**src/sv/ctlex_pkg.sv**
```systemverilog
// ----------------------------------------------------------------------------
// ctlex_pkg: shared types and constants for the C token lexer
// Token kinds, byte classes, the result word layout and the queue geometry.
// ----------------------------------------------------------------------------
`default_nettype none

package ctlex_pkg;

    localparam int OFFSET_BITS = 20;
    localparam int START_W     = 20;
    localparam int LEN_W       = 21;
    localparam int KIND_W      = 4;
    localparam int FIFO_DEPTH  = 4;
    localparam int FIFO_AW     = $clog2(FIFO_DEPTH);
    localparam int FIFO_CW     = $clog2(FIFO_DEPTH + 1);

    typedef logic [OFFSET_BITS-1:0] offset_t;

    typedef enum logic [KIND_W-1:0] {
        KIND_UNKNOWN  = 4'd0,
        KIND_LPAREN   = 4'd1,
        KIND_RPAREN   = 4'd2,
        KIND_LBRACKET = 4'd3,
        KIND_RBRACKET = 4'd4,
        KIND_LBRACE   = 4'd5,
        KIND_RBRACE   = 4'd6,
        KIND_DOT      = 4'd7,
        KIND_COMMA    = 4'd8,
        KIND_COLON    = 4'd9,
        KIND_SEMI     = 4'd10,
        KIND_STAR     = 4'd11,
        KIND_IDENT    = 4'd12,
        KIND_EOF      = 4'd13
    } kind_t;

    localparam logic [7:0] CH_NUL   = 8'h00;
    localparam logic [7:0] CH_SLASH = 8'h2f;
    localparam logic [7:0] CH_STAR  = 8'h2a;
    localparam logic [7:0] CH_UNDER = 8'h5f;
    localparam logic [7:0] CH_CR    = 8'h0d;
    localparam logic [7:0] CH_LF    = 8'h0a;
    localparam logic [7:0] CH_TAB   = 8'h09;
    localparam logic [7:0] CH_VT    = 8'h0b;
    localparam logic [7:0] CH_FF    = 8'h0c;
    localparam logic [7:0] CH_SPACE = 8'h20;

    typedef struct packed {
        kind_t              kind;
        logic [START_W-1:0] start;
        logic [LEN_W-1:0]   length;
        logic               ovf;
        logic               last;
    } token_t;

    // Tokens caused by one source byte: count is 0, 1 or 2.
    typedef struct packed {
        logic [1:0] count;
        token_t     first;
        token_t     second;
    } tok_pair_t;

    function automatic logic is_space(input logic [7:0] b);
        return (b == CH_SPACE) || (b == CH_TAB) || (b == CH_LF) ||
               (b == CH_VT) || (b == CH_FF) || (b == CH_CR);
    endfunction

    function automatic logic is_alpha(input logic [7:0] b);
        return ((b >= 8'h61) && (b <= 8'h7a)) || ((b >= 8'h41) && (b <= 8'h5a));
    endfunction

    function automatic logic is_ident_tail(input logic [7:0] b);
        return is_alpha(b) || ((b >= 8'h30) && (b <= 8'h39)) || (b == CH_UNDER);
    endfunction

    function automatic kind_t punct_kind(input logic [7:0] b);
        kind_t k;
        case (b)
            8'h28:   k = KIND_LPAREN;
            8'h29:   k = KIND_RPAREN;
            8'h5b:   k = KIND_LBRACKET;
            8'h5d:   k = KIND_RBRACKET;
            8'h7b:   k = KIND_LBRACE;
            8'h7d:   k = KIND_RBRACE;
            8'h2e:   k = KIND_DOT;
            8'h2c:   k = KIND_COMMA;
            8'h3a:   k = KIND_COLON;
            8'h3b:   k = KIND_SEMI;
            CH_STAR: k = KIND_STAR;
            default: k = KIND_UNKNOWN;
        endcase
        return k;
    endfunction

endpackage

`default_nettype wire

```
**src/sv/ctlex_core.sv**
```systemverilog
// ----------------------------------------------------------------------------
// ctlex_core: lexer state and token decode
// Classifies one source byte against the lexer mode and produces up to two tokens.
// ----------------------------------------------------------------------------
`default_nettype none

module ctlex_core (
    input  wire logic                aclk,
    input  wire logic                aresetn,
    input  wire logic                take,
    input  wire logic [7:0]          byte_in,
    output ctlex_pkg::tok_pair_t     pair
);
    import ctlex_pkg::*;

    typedef enum logic [5:0] {
        MODE_IDLE  = 6'b000001,
        MODE_IDENT = 6'b000010,
        MODE_SLASH = 6'b000100,
        MODE_LINE  = 6'b001000,
        MODE_BLOCK = 6'b010000,
        MODE_BSTAR = 6'b100000
    } lex_mode_t;

    lex_mode_t mode_reg, mode_next;
    offset_t   pos_reg, pos_next;
    offset_t   pend_reg, pend_next;
    logic      ovf_reg, ovf_next;

    logic      idle_emit, idle_pend, idle_eof;
    kind_t     idle_kind, pk;
    lex_mode_t idle_mode;
    logic      pre_emit, use_idle, emit_idle, eof;
    kind_t     pre_kind;
    logic [LEN_W-1:0] pre_len;
    offset_t   ident_len;
    token_t    pre_tok, idle_tok;

    // Handling of a byte from the idle mode.
    always_comb begin
        idle_emit = 1'b0;
        idle_kind = KIND_UNKNOWN;
        idle_mode = MODE_IDLE;
        idle_pend = 1'b0;
        idle_eof  = 1'b0;
        pk        = punct_kind(byte_in);
        priority if (byte_in == CH_NUL) begin
            idle_emit = 1'b1;
            idle_kind = KIND_EOF;
            idle_eof  = 1'b1;
        end else if (is_space(byte_in)) begin
            idle_emit = 1'b0;
        end else if (byte_in == CH_SLASH) begin
            idle_mode = MODE_SLASH;
            idle_pend = 1'b1;
        end else if (pk != KIND_UNKNOWN) begin
            idle_emit = 1'b1;
            idle_kind = pk;
        end else if (is_alpha(byte_in)) begin
            idle_mode = MODE_IDENT;
            idle_pend = 1'b1;
        end else begin
            idle_emit = 1'b1;
        end
    end

    assign ident_len = pos_reg - pend_reg;

    // Per-mode handling; a pending token closes first, then the byte runs as idle.
    always_comb begin
        pre_emit  = 1'b0;
        pre_kind  = KIND_UNKNOWN;
        pre_len   = LEN_W'(1);
        use_idle  = 1'b0;
        mode_next = mode_reg;
        unique case (mode_reg)
            MODE_IDENT: begin
                if (!is_ident_tail(byte_in)) begin
                    pre_emit = 1'b1;
                    pre_kind = KIND_IDENT;
                    pre_len  = LEN_W'(ident_len);
                    use_idle = 1'b1;
                end
            end
            MODE_SLASH: begin
                if (byte_in == CH_SLASH) begin
                    mode_next = MODE_LINE;
                end else if (byte_in == CH_STAR) begin
                    mode_next = MODE_BLOCK;
                end else begin
                    pre_emit = 1'b1;
                    use_idle = 1'b1;
                end
            end
            MODE_LINE: begin
                if (byte_in == CH_NUL) begin
                    use_idle = 1'b1;
                end else if ((byte_in == CH_LF) || (byte_in == CH_CR)) begin
                    mode_next = MODE_IDLE;
                end
            end
            MODE_BLOCK: begin
                if (byte_in == CH_NUL) begin
                    use_idle = 1'b1;
                end else if (byte_in == CH_STAR) begin
                    mode_next = MODE_BSTAR;
                end
            end
            MODE_BSTAR: begin
                if (byte_in == CH_NUL) begin
                    use_idle = 1'b1;
                end else if (byte_in == CH_SLASH) begin
                    mode_next = MODE_IDLE;
                end else if (byte_in != CH_STAR) begin
                    mode_next = MODE_BLOCK;
                end
            end
            default: begin
                use_idle = 1'b1;
            end
        endcase
        if (use_idle) begin
            mode_next = idle_mode;
        end
    end

    assign emit_idle = use_idle & idle_emit;
    assign eof       = use_idle & idle_eof;

    always_comb begin
        pre_tok.kind    = pre_kind;
        pre_tok.start   = START_W'(pend_reg);
        pre_tok.length  = pre_len;
        pre_tok.ovf     = ovf_reg;
        pre_tok.last    = ~emit_idle;
        idle_tok.kind   = idle_kind;
        idle_tok.start  = START_W'(pos_reg);
        idle_tok.length = LEN_W'(1);
        idle_tok.ovf    = ovf_reg;
        idle_tok.last   = 1'b1;
        pair.count      = {1'b0, pre_emit} + {1'b0, emit_idle};
        pair.first      = pre_emit ? pre_tok : idle_tok;
        pair.second     = idle_tok;
    end

    // Next offset, pending start and overflow flag.
    always_comb begin
        pend_next = pend_reg;
        if (use_idle && idle_pend) begin
            pend_next = pos_reg;
        end
        priority if (eof) begin
            pos_next  = '0;
            pend_next = '0;
            ovf_next  = 1'b0;
        end else if (pos_reg == '1) begin
            pos_next = pos_reg;
            ovf_next = 1'b1;
        end else begin
            pos_next = pos_reg + OFFSET_BITS'(1);
            ovf_next = ovf_reg;
        end
    end

    always_ff @(posedge aclk) begin
        if (!aresetn) begin
            mode_reg <= MODE_IDLE;
            pos_reg  <= '0;
            pend_reg <= '0;
            ovf_reg  <= 1'b0;
        end else if (take) begin
            mode_reg <= eof ? MODE_IDLE : mode_next;
            pos_reg  <= pos_next;
            pend_reg <= pend_next;
            ovf_reg  <= ovf_next;
        end
    end

`ifndef ASSERT_OFF
    a_last_two: assert property (@(posedge aclk) disable iff (!aresetn)
        (pair.count == 2'd2) |-> (!pair.first.last && pair.second.last))
        else $error("two tokens without a single final flag");
    a_last_one: assert property (@(posedge aclk) disable iff (!aresetn)
        (pair.count == 2'd1) |-> pair.first.last)
        else $error("single token not flagged final");
    a_eof_clear: assert property (@(posedge aclk) disable iff (!aresetn)
        (take && eof) |=> ((pos_reg == '0) && !ovf_reg && (mode_reg == MODE_IDLE)))
        else $error("end of file did not restart the offset");
`endif

endmodule

`default_nettype wire

```
**src/sv/ctlex_fifo.sv**
```systemverilog
// ----------------------------------------------------------------------------
// ctlex_fifo: token result queue
// Takes zero to two tokens per cycle and delivers one word per handshake.
// ----------------------------------------------------------------------------
`default_nettype none

module ctlex_fifo (
    input  wire logic                aclk,
    input  wire logic                aresetn,
    input  wire logic                push,
    input  wire ctlex_pkg::tok_pair_t pair,
    output logic                     room,
    output logic                     m_valid,
    input  wire logic                m_ready,
    output ctlex_pkg::token_t        head
);
    import ctlex_pkg::*;

    token_t               mem [FIFO_DEPTH];
    logic [FIFO_AW-1:0]   wr_reg, rd_reg;
    logic [FIFO_CW-1:0]   cnt_reg, cnt_next;
    logic [1:0]           n_push;
    logic                 pop;

    assign n_push  = push ? pair.count : 2'd0;
    assign m_valid = (cnt_reg != '0);
    assign pop     = m_valid & m_ready;
    assign room    = (cnt_reg <= FIFO_CW'(FIFO_DEPTH - 2));
    assign head    = mem[rd_reg];
    assign cnt_next = cnt_reg + FIFO_CW'(n_push) - FIFO_CW'(pop);

    always_ff @(posedge aclk) begin
        if (n_push != 2'd0) begin
            mem[wr_reg] <= pair.first;
        end
        if (n_push == 2'd2) begin
            mem[wr_reg + FIFO_AW'(1)] <= pair.second;
        end
    end

    always_ff @(posedge aclk) begin
        if (!aresetn) begin
            wr_reg  <= '0;
            rd_reg  <= '0;
            cnt_reg <= '0;
        end else begin
            wr_reg  <= wr_reg + FIFO_AW'(n_push);
            rd_reg  <= rd_reg + FIFO_AW'(pop);
            cnt_reg <= cnt_next;
        end
    end

`ifndef ASSERT_OFF
    a_no_overrun: assert property (@(posedge aclk) disable iff (!aresetn)
        (n_push != 2'd0) |-> (cnt_reg <= FIFO_CW'(FIFO_DEPTH - 2)))
        else $error("push into a queue without room for two words");
    a_bound: assert property (@(posedge aclk) disable iff (!aresetn)
        cnt_reg <= FIFO_CW'(FIFO_DEPTH))
        else $error("queue fill beyond depth");
    a_show: assert property (@(posedge aclk) disable iff (!aresetn)
        ((cnt_reg == '0) && (n_push != 2'd0)) |=> m_valid)
        else $error("pushed token not presented");
`endif

endmodule

`default_nettype wire

```
**src/sv/c_token_lexer_unit.sv**
```systemverilog
// ----------------------------------------------------------------------------
// c_token_lexer_unit: streaming C source tokenizer
// One source byte per word in, one token (kind, start, length, flags) per word out.
// ----------------------------------------------------------------------------
//
//  channel | direction | ports                       | word
//  --------+-----------+-----------------------------+------------------------------
//  s_      | in        | s_valid s_ready s_byte_in   | one source byte
//  m_      | out       | m_valid m_ready m_token_*,  | one token: kind, start,
//          |           | m_offset_overflow,          | length, overflow flag and
//          |           | m_last_of_run               | final-of-byte flag
//
//  Cycles: one byte per cycle while each byte yields at most one token and the
//  sink takes a word every cycle; a byte that closes a pending token and gives
//  its own token puts both words into the queue, which m_ delivers one at a time.
//  Output: a token is queued when its byte is accepted and waits behind older words.
//  Reset: aresetn clears the lexer mode, offsets, overflow flag and the queue;
//  no clearing pass, the block is ready the first cycle after reset.
//  Stalls: s_ready depends only on queue fill (room for two words), never on m_ready.
//
`default_nettype none

module c_token_lexer_unit (
    input  wire logic                           aclk,
    input  wire logic                           aresetn,
    input  wire logic                           s_valid,
    output logic                                s_ready,
    input  wire logic [7:0]                     s_byte_in,
    output logic                                m_valid,
    input  wire logic                           m_ready,
    output logic [ctlex_pkg::KIND_W-1:0]        m_token_kind,
    output logic [ctlex_pkg::START_W-1:0]       m_token_start,
    output logic [ctlex_pkg::LEN_W-1:0]         m_token_length,
    output logic                                m_offset_overflow,
    output logic                                m_last_of_run
);
    import ctlex_pkg::*;

    tok_pair_t pair;
    token_t    head;
    logic      room;
    logic      take;

    // Accept a byte only when the queue can absorb both tokens it may cause.
    assign s_ready = room;
    assign take    = s_valid & room;

    // Decode the byte against the lexer mode; advance state on accept.
    ctlex_core u_core (
        .aclk    (aclk),
        .aresetn (aresetn),
        .take    (take),
        .byte_in (s_byte_in),
        .pair    (pair)
    );

    // Hold finished tokens until the sink takes them, one word per handshake.
    ctlex_fifo u_fifo (
        .aclk    (aclk),
        .aresetn (aresetn),
        .push    (take),
        .pair    (pair),
        .room    (room),
        .m_valid (m_valid),
        .m_ready (m_ready),
        .head    (head)
    );

    assign m_token_kind      = head.kind;
    assign m_token_start     = head.start;
    assign m_token_length    = head.length;
    assign m_offset_overflow = head.ovf;
    assign m_last_of_run     = head.last;

endmodule

`default_nettype wire

```
**config.mk**
```make
export PLATFORM = sky130hd
export DESIGN_NAME = c_token_lexer_unit
export DESIGN_NICKNAME = d
export VERILOG_FILES = /design/src/sv/ctlex_pkg.sv /design/src/sv/ctlex_core.sv /design/src/sv/ctlex_fifo.sv /design/src/sv/c_token_lexer_unit.sv
export SDC_FILE = /design/constraint.sdc
export NUM_CORES = 1
export LEC_CHECK = 0
export BUFFER_PORTS_ARGS = -buffer_cell sky130_fd_sc_hd__buf_2
export CAP_MARGIN = 20
export CORE_MARGIN = 3
export CORE_UTILIZATION = 60
export DETAILED_ROUTE_END_ITERATION = 12
export HOLD_SLACK_MARGIN = 0.03
export MAX_ROUTING_LAYER = met4
export PLACE_DENSITY = 0.78
export SETUP_SLACK_MARGIN = 0.4
export SYNTH_ARGS = -nofsm -noshare
export SYNTH_HDL_FRONTEND = slang
export SYNTH_SLANG_ARGS = --single-unit
export TNS_END_PERCENT = 5
```
**constraint.sdc**
```tcl
create_clock -name aclk -period 8 [get_ports aclk]
set_input_delay 0.4 -clock aclk [delete_from_list [all_inputs] [get_ports aclk]]
set_output_delay 0.4 -clock aclk [all_outputs]
set_load 0.02 [all_outputs]
```
* Yosys cells after proc, flatten, opt, wreduce, memory -nomap -nowiden
Memories as Yosys holds them, arrays and structs flattened. A register that Yosys moved wholly into a read port is not among the register bits.
Index checks and enable logic that the tools add are counted.
** Word-level totals
- Output and inout port bits :: 49
- Bits in writable memories :: 188
- Register bits after elaboration :: 54
- Memories :: 1
** Memories
- u_fifo.mem :: depth 4, width 47, read ports 1, clocked after memory_dff 1, wr ports 2, line ctlex_fifo.sv:19 : token_t mem [FIFO_DEPTH];
** Cells by class
- $add $sub $neg :: 8
- Multiplexer cells :: 55
- Reduce and logical (&&, ||, !) cells :: 25
- Bitwise gates (word level) :: 5
- Order comparisons :: 7
- Equal/unequal tests :: 35
** Operators by type and width (count)
- 20-bit 2-to-1 mux :: 5
- 6-bit 2-to-1 mux :: 15
- 8-bit by 6-bit == test with 1-bit output, second input constant :: 9
- 47-bit 2-to-1 mux :: 1
- 4-bit case mux with 11 select lines :: 1
- 8-bit by 4-bit == test with 1-bit output, second input constant :: 5
- 8-bit by 7-bit == test with 1-bit output, second input constant :: 5
- 4-bit 2-to-1 mux :: 6
- 6-bit case mux with 4 select lines :: 1
- 21-bit 2-to-1 mux :: 1
- 20-bit by 1-bit adder with 20-bit output, second input constant :: 1
- 20-bit == test, second input constant :: 1
- 1-bit 2-to-1 mux :: 20
- 20-bit subtractor :: 1
- 8-bit by 7-bit greater-or-equal comparator with 1-bit output, second input constant :: 2
- 8-bit by 7-bit <= comparator with 1-bit output, second input constant :: 2
- 4-bit by 2-bit inequality test with 1-bit output, second input constant :: 3
- 5-bit by 1-bit inequality test with 1-bit output, second input constant :: 2
- 1-bit logical OR :: 9
- 9-bit AND reduction :: 1
- 8-bit by 6-bit greater-or-equal comparator with 1-bit output, second input constant :: 1
- 8-bit by 6-bit <= comparator with 1-bit output, second input constant :: 1
- 8-bit logical NOT :: 1
- 4-bit by 1-bit inequality test with 1-bit output, second input constant :: 2
- 27 further kinds :: 39

* Longest topological paths before layout
- Depth in word-level cells :: 14
- Gate-level depth with buffers :: 16
- Gate-level depth less buffers :: 13

* Cells and area by module
Synthesis repeated with hierarchy kept, for this count alone.
** Second synthesis, totals
- Cell total of the unflattened synthesis :: 1068
- Area, all modules :: 13755.7 µm²
** Modules (own cells, without submodules)
- ctlex_fifo :: sequential area each 5785.5 µm², area an instance 9586.7 µm², times used 1, cells an instance 507
- ctlex_core :: sequential area each 940.9 µm², area an instance 4162.7 µm², times used 1, cells an instance 560
- c_token_lexer_unit :: sequential area each 0.0 µm², area an instance 6.3 µm², times used 1, cells an instance 1

* Least setup slack after synthesis
OpenSTA, ideal clock, no wires.
- Path type :: flip-flop to flip-flop
- From :: register u_core.mode_reg[5]
- To :: memory u_fifo.mem[2][1] in the netlist's numbering, enable pin
- Arrival :: 3459 ps
- Setup slack :: 4160 ps
- Data required time :: 7620 ps
- Library setup time :: 380 ps
- Cell stages (with the launch flop) :: 14
- Period minus slack after synthesis :: 3840 ps
- Cells stage by stage :: dfxtp_1 > buf_6 > or4_4 > a2111oi_4 > o31a_4 > a211oi_4 > nor4_1 > ha_1 > clkbuf_1 > o21ai_0 > nand2_1 > a21o_1 > clkbuf_1 > inv_1
** RTL lines
- from (decl) :: line ctlex_core.sv:25 : lex_mode_t mode_reg, mode_next;
- from (signal assigned) :: line ctlex_core.sv:172 : mode_reg <= eof ? MODE_IDLE : mode_next;
- to (decl) :: line ctlex_fifo.sv:19

==> impl_metrics.tcl <==
set metrics [dict create \
    num_io_pins 61 \
    worstPathBufferInverterCount 0 \
    h-tree-depth 1 \
    ys_ff_latch 238 \
    worst_pin_slew_ps 1100 \
    place_inst 1362 \
    crit_family "simple AND/OR/NAND/NOR gates" \
    clock.fmax_mhz 205 \
    fin_skew_ps 19.3 \
    drt_first_pass_iters 5 \
    cts_resized 0 \
    grt_usage 0.284 \
    viasPerCell 6.62 \
    cts.clk_slew.worst_paths_ps 60 \
    grt_pass1_wl_mm 48.7 \
    cts_buffers 25 \
    fin_cells 1409 \
    grt_pass1_vias 9024 \
    routedWlPerCell_um 21.8 \
    cts_setup_buffers 0 \
    timing.slew.headroom 0.263 \
    drv_cap 0 \
    grt_max_degree 48 \
    num_rows 51 \
    cpPeakStageDelay_ps 940 \
    drive_gt1_frac 0.161 \
    syn_area_um2 12100 \
    grt_overflow 0 \
    worst_path_max_delay_cell "nor3_1" \
    avgSynthCellArea_um2 10.9 \
    core_um2 19700 \
    rsz0062_at_grt "no" \
    routed_wl_mm 30.8 \
    antenna-diode-count 0 \
    ys_warn_count 0 \
    syn2layout_area_growth_pct 9.77 \
    cp-end-kind "register" \
    cts-root-buf "clkbuf_16" \
    antenna_found_initial 0 \
    critPathKind "register to register" \
    globalplace.congestion 0.942 \
    cts_tree "yes" \
    cts.sinks 238 \
    setup_violations 0 \
    hold_buffers 0 \
    synth-seq-area-share 0.475 \
    postRouteAntennaNets 0 \
    clk_latency_ps 520 \
    cts_buffer_depth 3 \
    io_buffers 59 \
    path_cells "or4_4 -> a2111oi_4 -> o31a_4 -> a211oi_4 -> nor4_1 -> ha_1 -> nand3_1 -> nor3_1 -> a21o_1 -> a22o_1" \
    slew_violations 0 \
    ir_drop_uv 203 \
    synth_cells 1117 \
    synth_edf_count 100 \
    tns_ps 0 \
    initial_utilization 0.617 \
    p_leak_nw 4.65 \
    finalCriticalPeriod_ps 4870 \
    dieArea_um2 22000 \
    crit_required_ps 8370 \
    holdCritPathClass "input port to register" \
    path_max_fanout 20 \
    power_density_nw_per_um2 244 \
    arrival_ps 5240 \
    drt_iter0_drc 979 \
    cp-start-kind "register" \
    ys.flop_type "dfxtp_1" \
    die_w_um 148 \
    fin_crit_sh 0.609 \
    remaining_drc_errors 0 \
    outcome "finished, final reports clean" \
    synth.distinct_cells 83 \
    die_y_um 148 \
    nets 1166 \
    hpwl_mm 20.4 \
    vias 9331 \
    synth_fp_nets 1157 \
    async_flop_share 0 \
    largest_reg_flops 184 \
    final-hold-violation-count 0 \
]
==> synth_stat cells, types with 4 or more instances <==
cell	number	area (um2)
o211ai_1	7	52.6
nand2b_1	5	31.3
inv_1	36	135
o22ai_1	11	68.8
nor2_1	60	225
nand2_1	117	439
a21oi_1	21	105
nand3b_1	6	45.0
xor2_1	13	114
o21ai_0	74	370
edfxtp_1	100	3000
a31oi_1	9	56.3
dfxtp_1	138	2760
and3_1	7	43.8
buf_2	20	100
or3_1	4	25.0
nand3_1	29	145
nor2b_1	11	68.8
nor4_1	12	75.1
nand4_1	13	81.3
mux2i_1	24	240
nor3_1	17	85.1
mux4_2	46	1040
clkbuf_1	52	195
a22o_1	112	981
nand4b_1	4	35.0
nor2_4	4	45.0
ha_1	26	325
xnor2_1	24	210
a211oi_1	5	37.5
buf_1	7	26.3
and2_1	12	75.1
o21a_1	6	45.0
a21o_1	7	52.6
buf_6	5	56.3
==> worst register-to-register path: cells and delay by family, from the launching register on <==
family / cells / cell delay [ps]
AOI/OAI and AO/OA: 5 / 1780
DFF: 1 / 370
adders and majority gates: 1 / 340
and+or+nand+nor: 4 / 2240
==> per-stage QoR <==
| step | utilization | cell area, um2 | power (mW) | setup WS, ps | hold WS (ps) |
|---|---|---|---|---|---|
| 2_1_floorplan | - | 12100 | 1.91 | 4160 | 420 |
| 3_3_place_gp | 0.632 | 12400 | 2.09 | 3200 | 428 |
| 3_5_place_dp | 0.633 | 12500 | 2.10 | 3200 | 438 |
| 4_1_cts | 0.676 | 13300 | 3.26 | 3260 | 355 |
| 5_1_grt | 0.677 | 13300 | 3.37 | 2850 | 380 |
| 6_report | 0.677 | 13300 | 3.25 | 3130 | 367 |
==> logic make-up (layout without fill, tap and decap cells) <==
family | Yosys count | in the layout | share of synthesized area
buf+inv | 124 | 151 | 0.0445
flops | 238 | 238 | 0.475
compound gates | 296 | 296 | 0.181
xor+xnor | 37 | 37 | 0.0267
mux | 72 | 72 | 0.107
other cells | 1 | 1 | 0.000309
simple gates | 321 | 321 | 0.134
fa+ha+maj | 28 | 28 | 0.0301
==> report_power, final <==
part	total [mW]	switching [mW]	internal (mW)
sequential	1.44	0.101	1.34
clock	1.17	0.475	0.696
combinational	0.644	0.373	0.271
==> layout by cell type, fill, tap and decap left out, types with 28 or more instances in the layout <==
master     netlist  routed
dfxtp_1        138     136
nand2_1        117     117
a22o_1         112     112
edfxtp_1       100     100
o21ai_0         74      74
buf_2           20      59
nor2_1          60      56
mux4_2          46      46
inv_1           36      36
nand3_1         29      29
clkbuf_16        0      28
==> layout make-up <==
| cell class | count | area (um2) |
|---|---|---|
| Clock buffer | 38 | 768 |
| Inverter | 37 | 139 |
| Clock inverter | 7 | 65.1 |
| Sequential cell | 238 | 5770 |
| Fill cell | 1483 | 6340 |
| Tap cell | 265 | 332 |
| Multi-Input combinational cell | 755 | 5830 |
| Timing Repair Buffer | 69 | 402 |
==> worst paths after layout <==
check	startpoint	to	slack [ps]	cells past startpoint
max	u_core.mode_reg[5]$_SDFFE_PN0P_	u_fifo.mem[2][28]$_DFFE_PP_	3130	10
min	m_ready	u_fifo.rd_reg[0]$_SDFF_PN0_	370	4
min reg2reg	u_fifo.mem[3][21]$_SDFFE_PP0N_	u_fifo.mem[3][21]$_SDFFE_PP0N_	450	2
max reg2reg	u_core.mode_reg[5]$_SDFFE_PN0P_	u_fifo.mem[2][28]$_DFFE_PP_	3130	10
==> metal layers <==
| metal | track usage | up-vias | wire [um] |
|---|---|---|---|
| li1 | - | 4238 | - |
| met1 | 0.373 | 4611 | 12800 |
| met2 | 0.454 | 406 | 14900 |
| met3 | 0.0369 | 76 | 2040 |
| met4 | 0.112 | 0 | 975 |
| met5 | - | - | 0 |
Note: power is estimated with default switching activity, not from simulation.
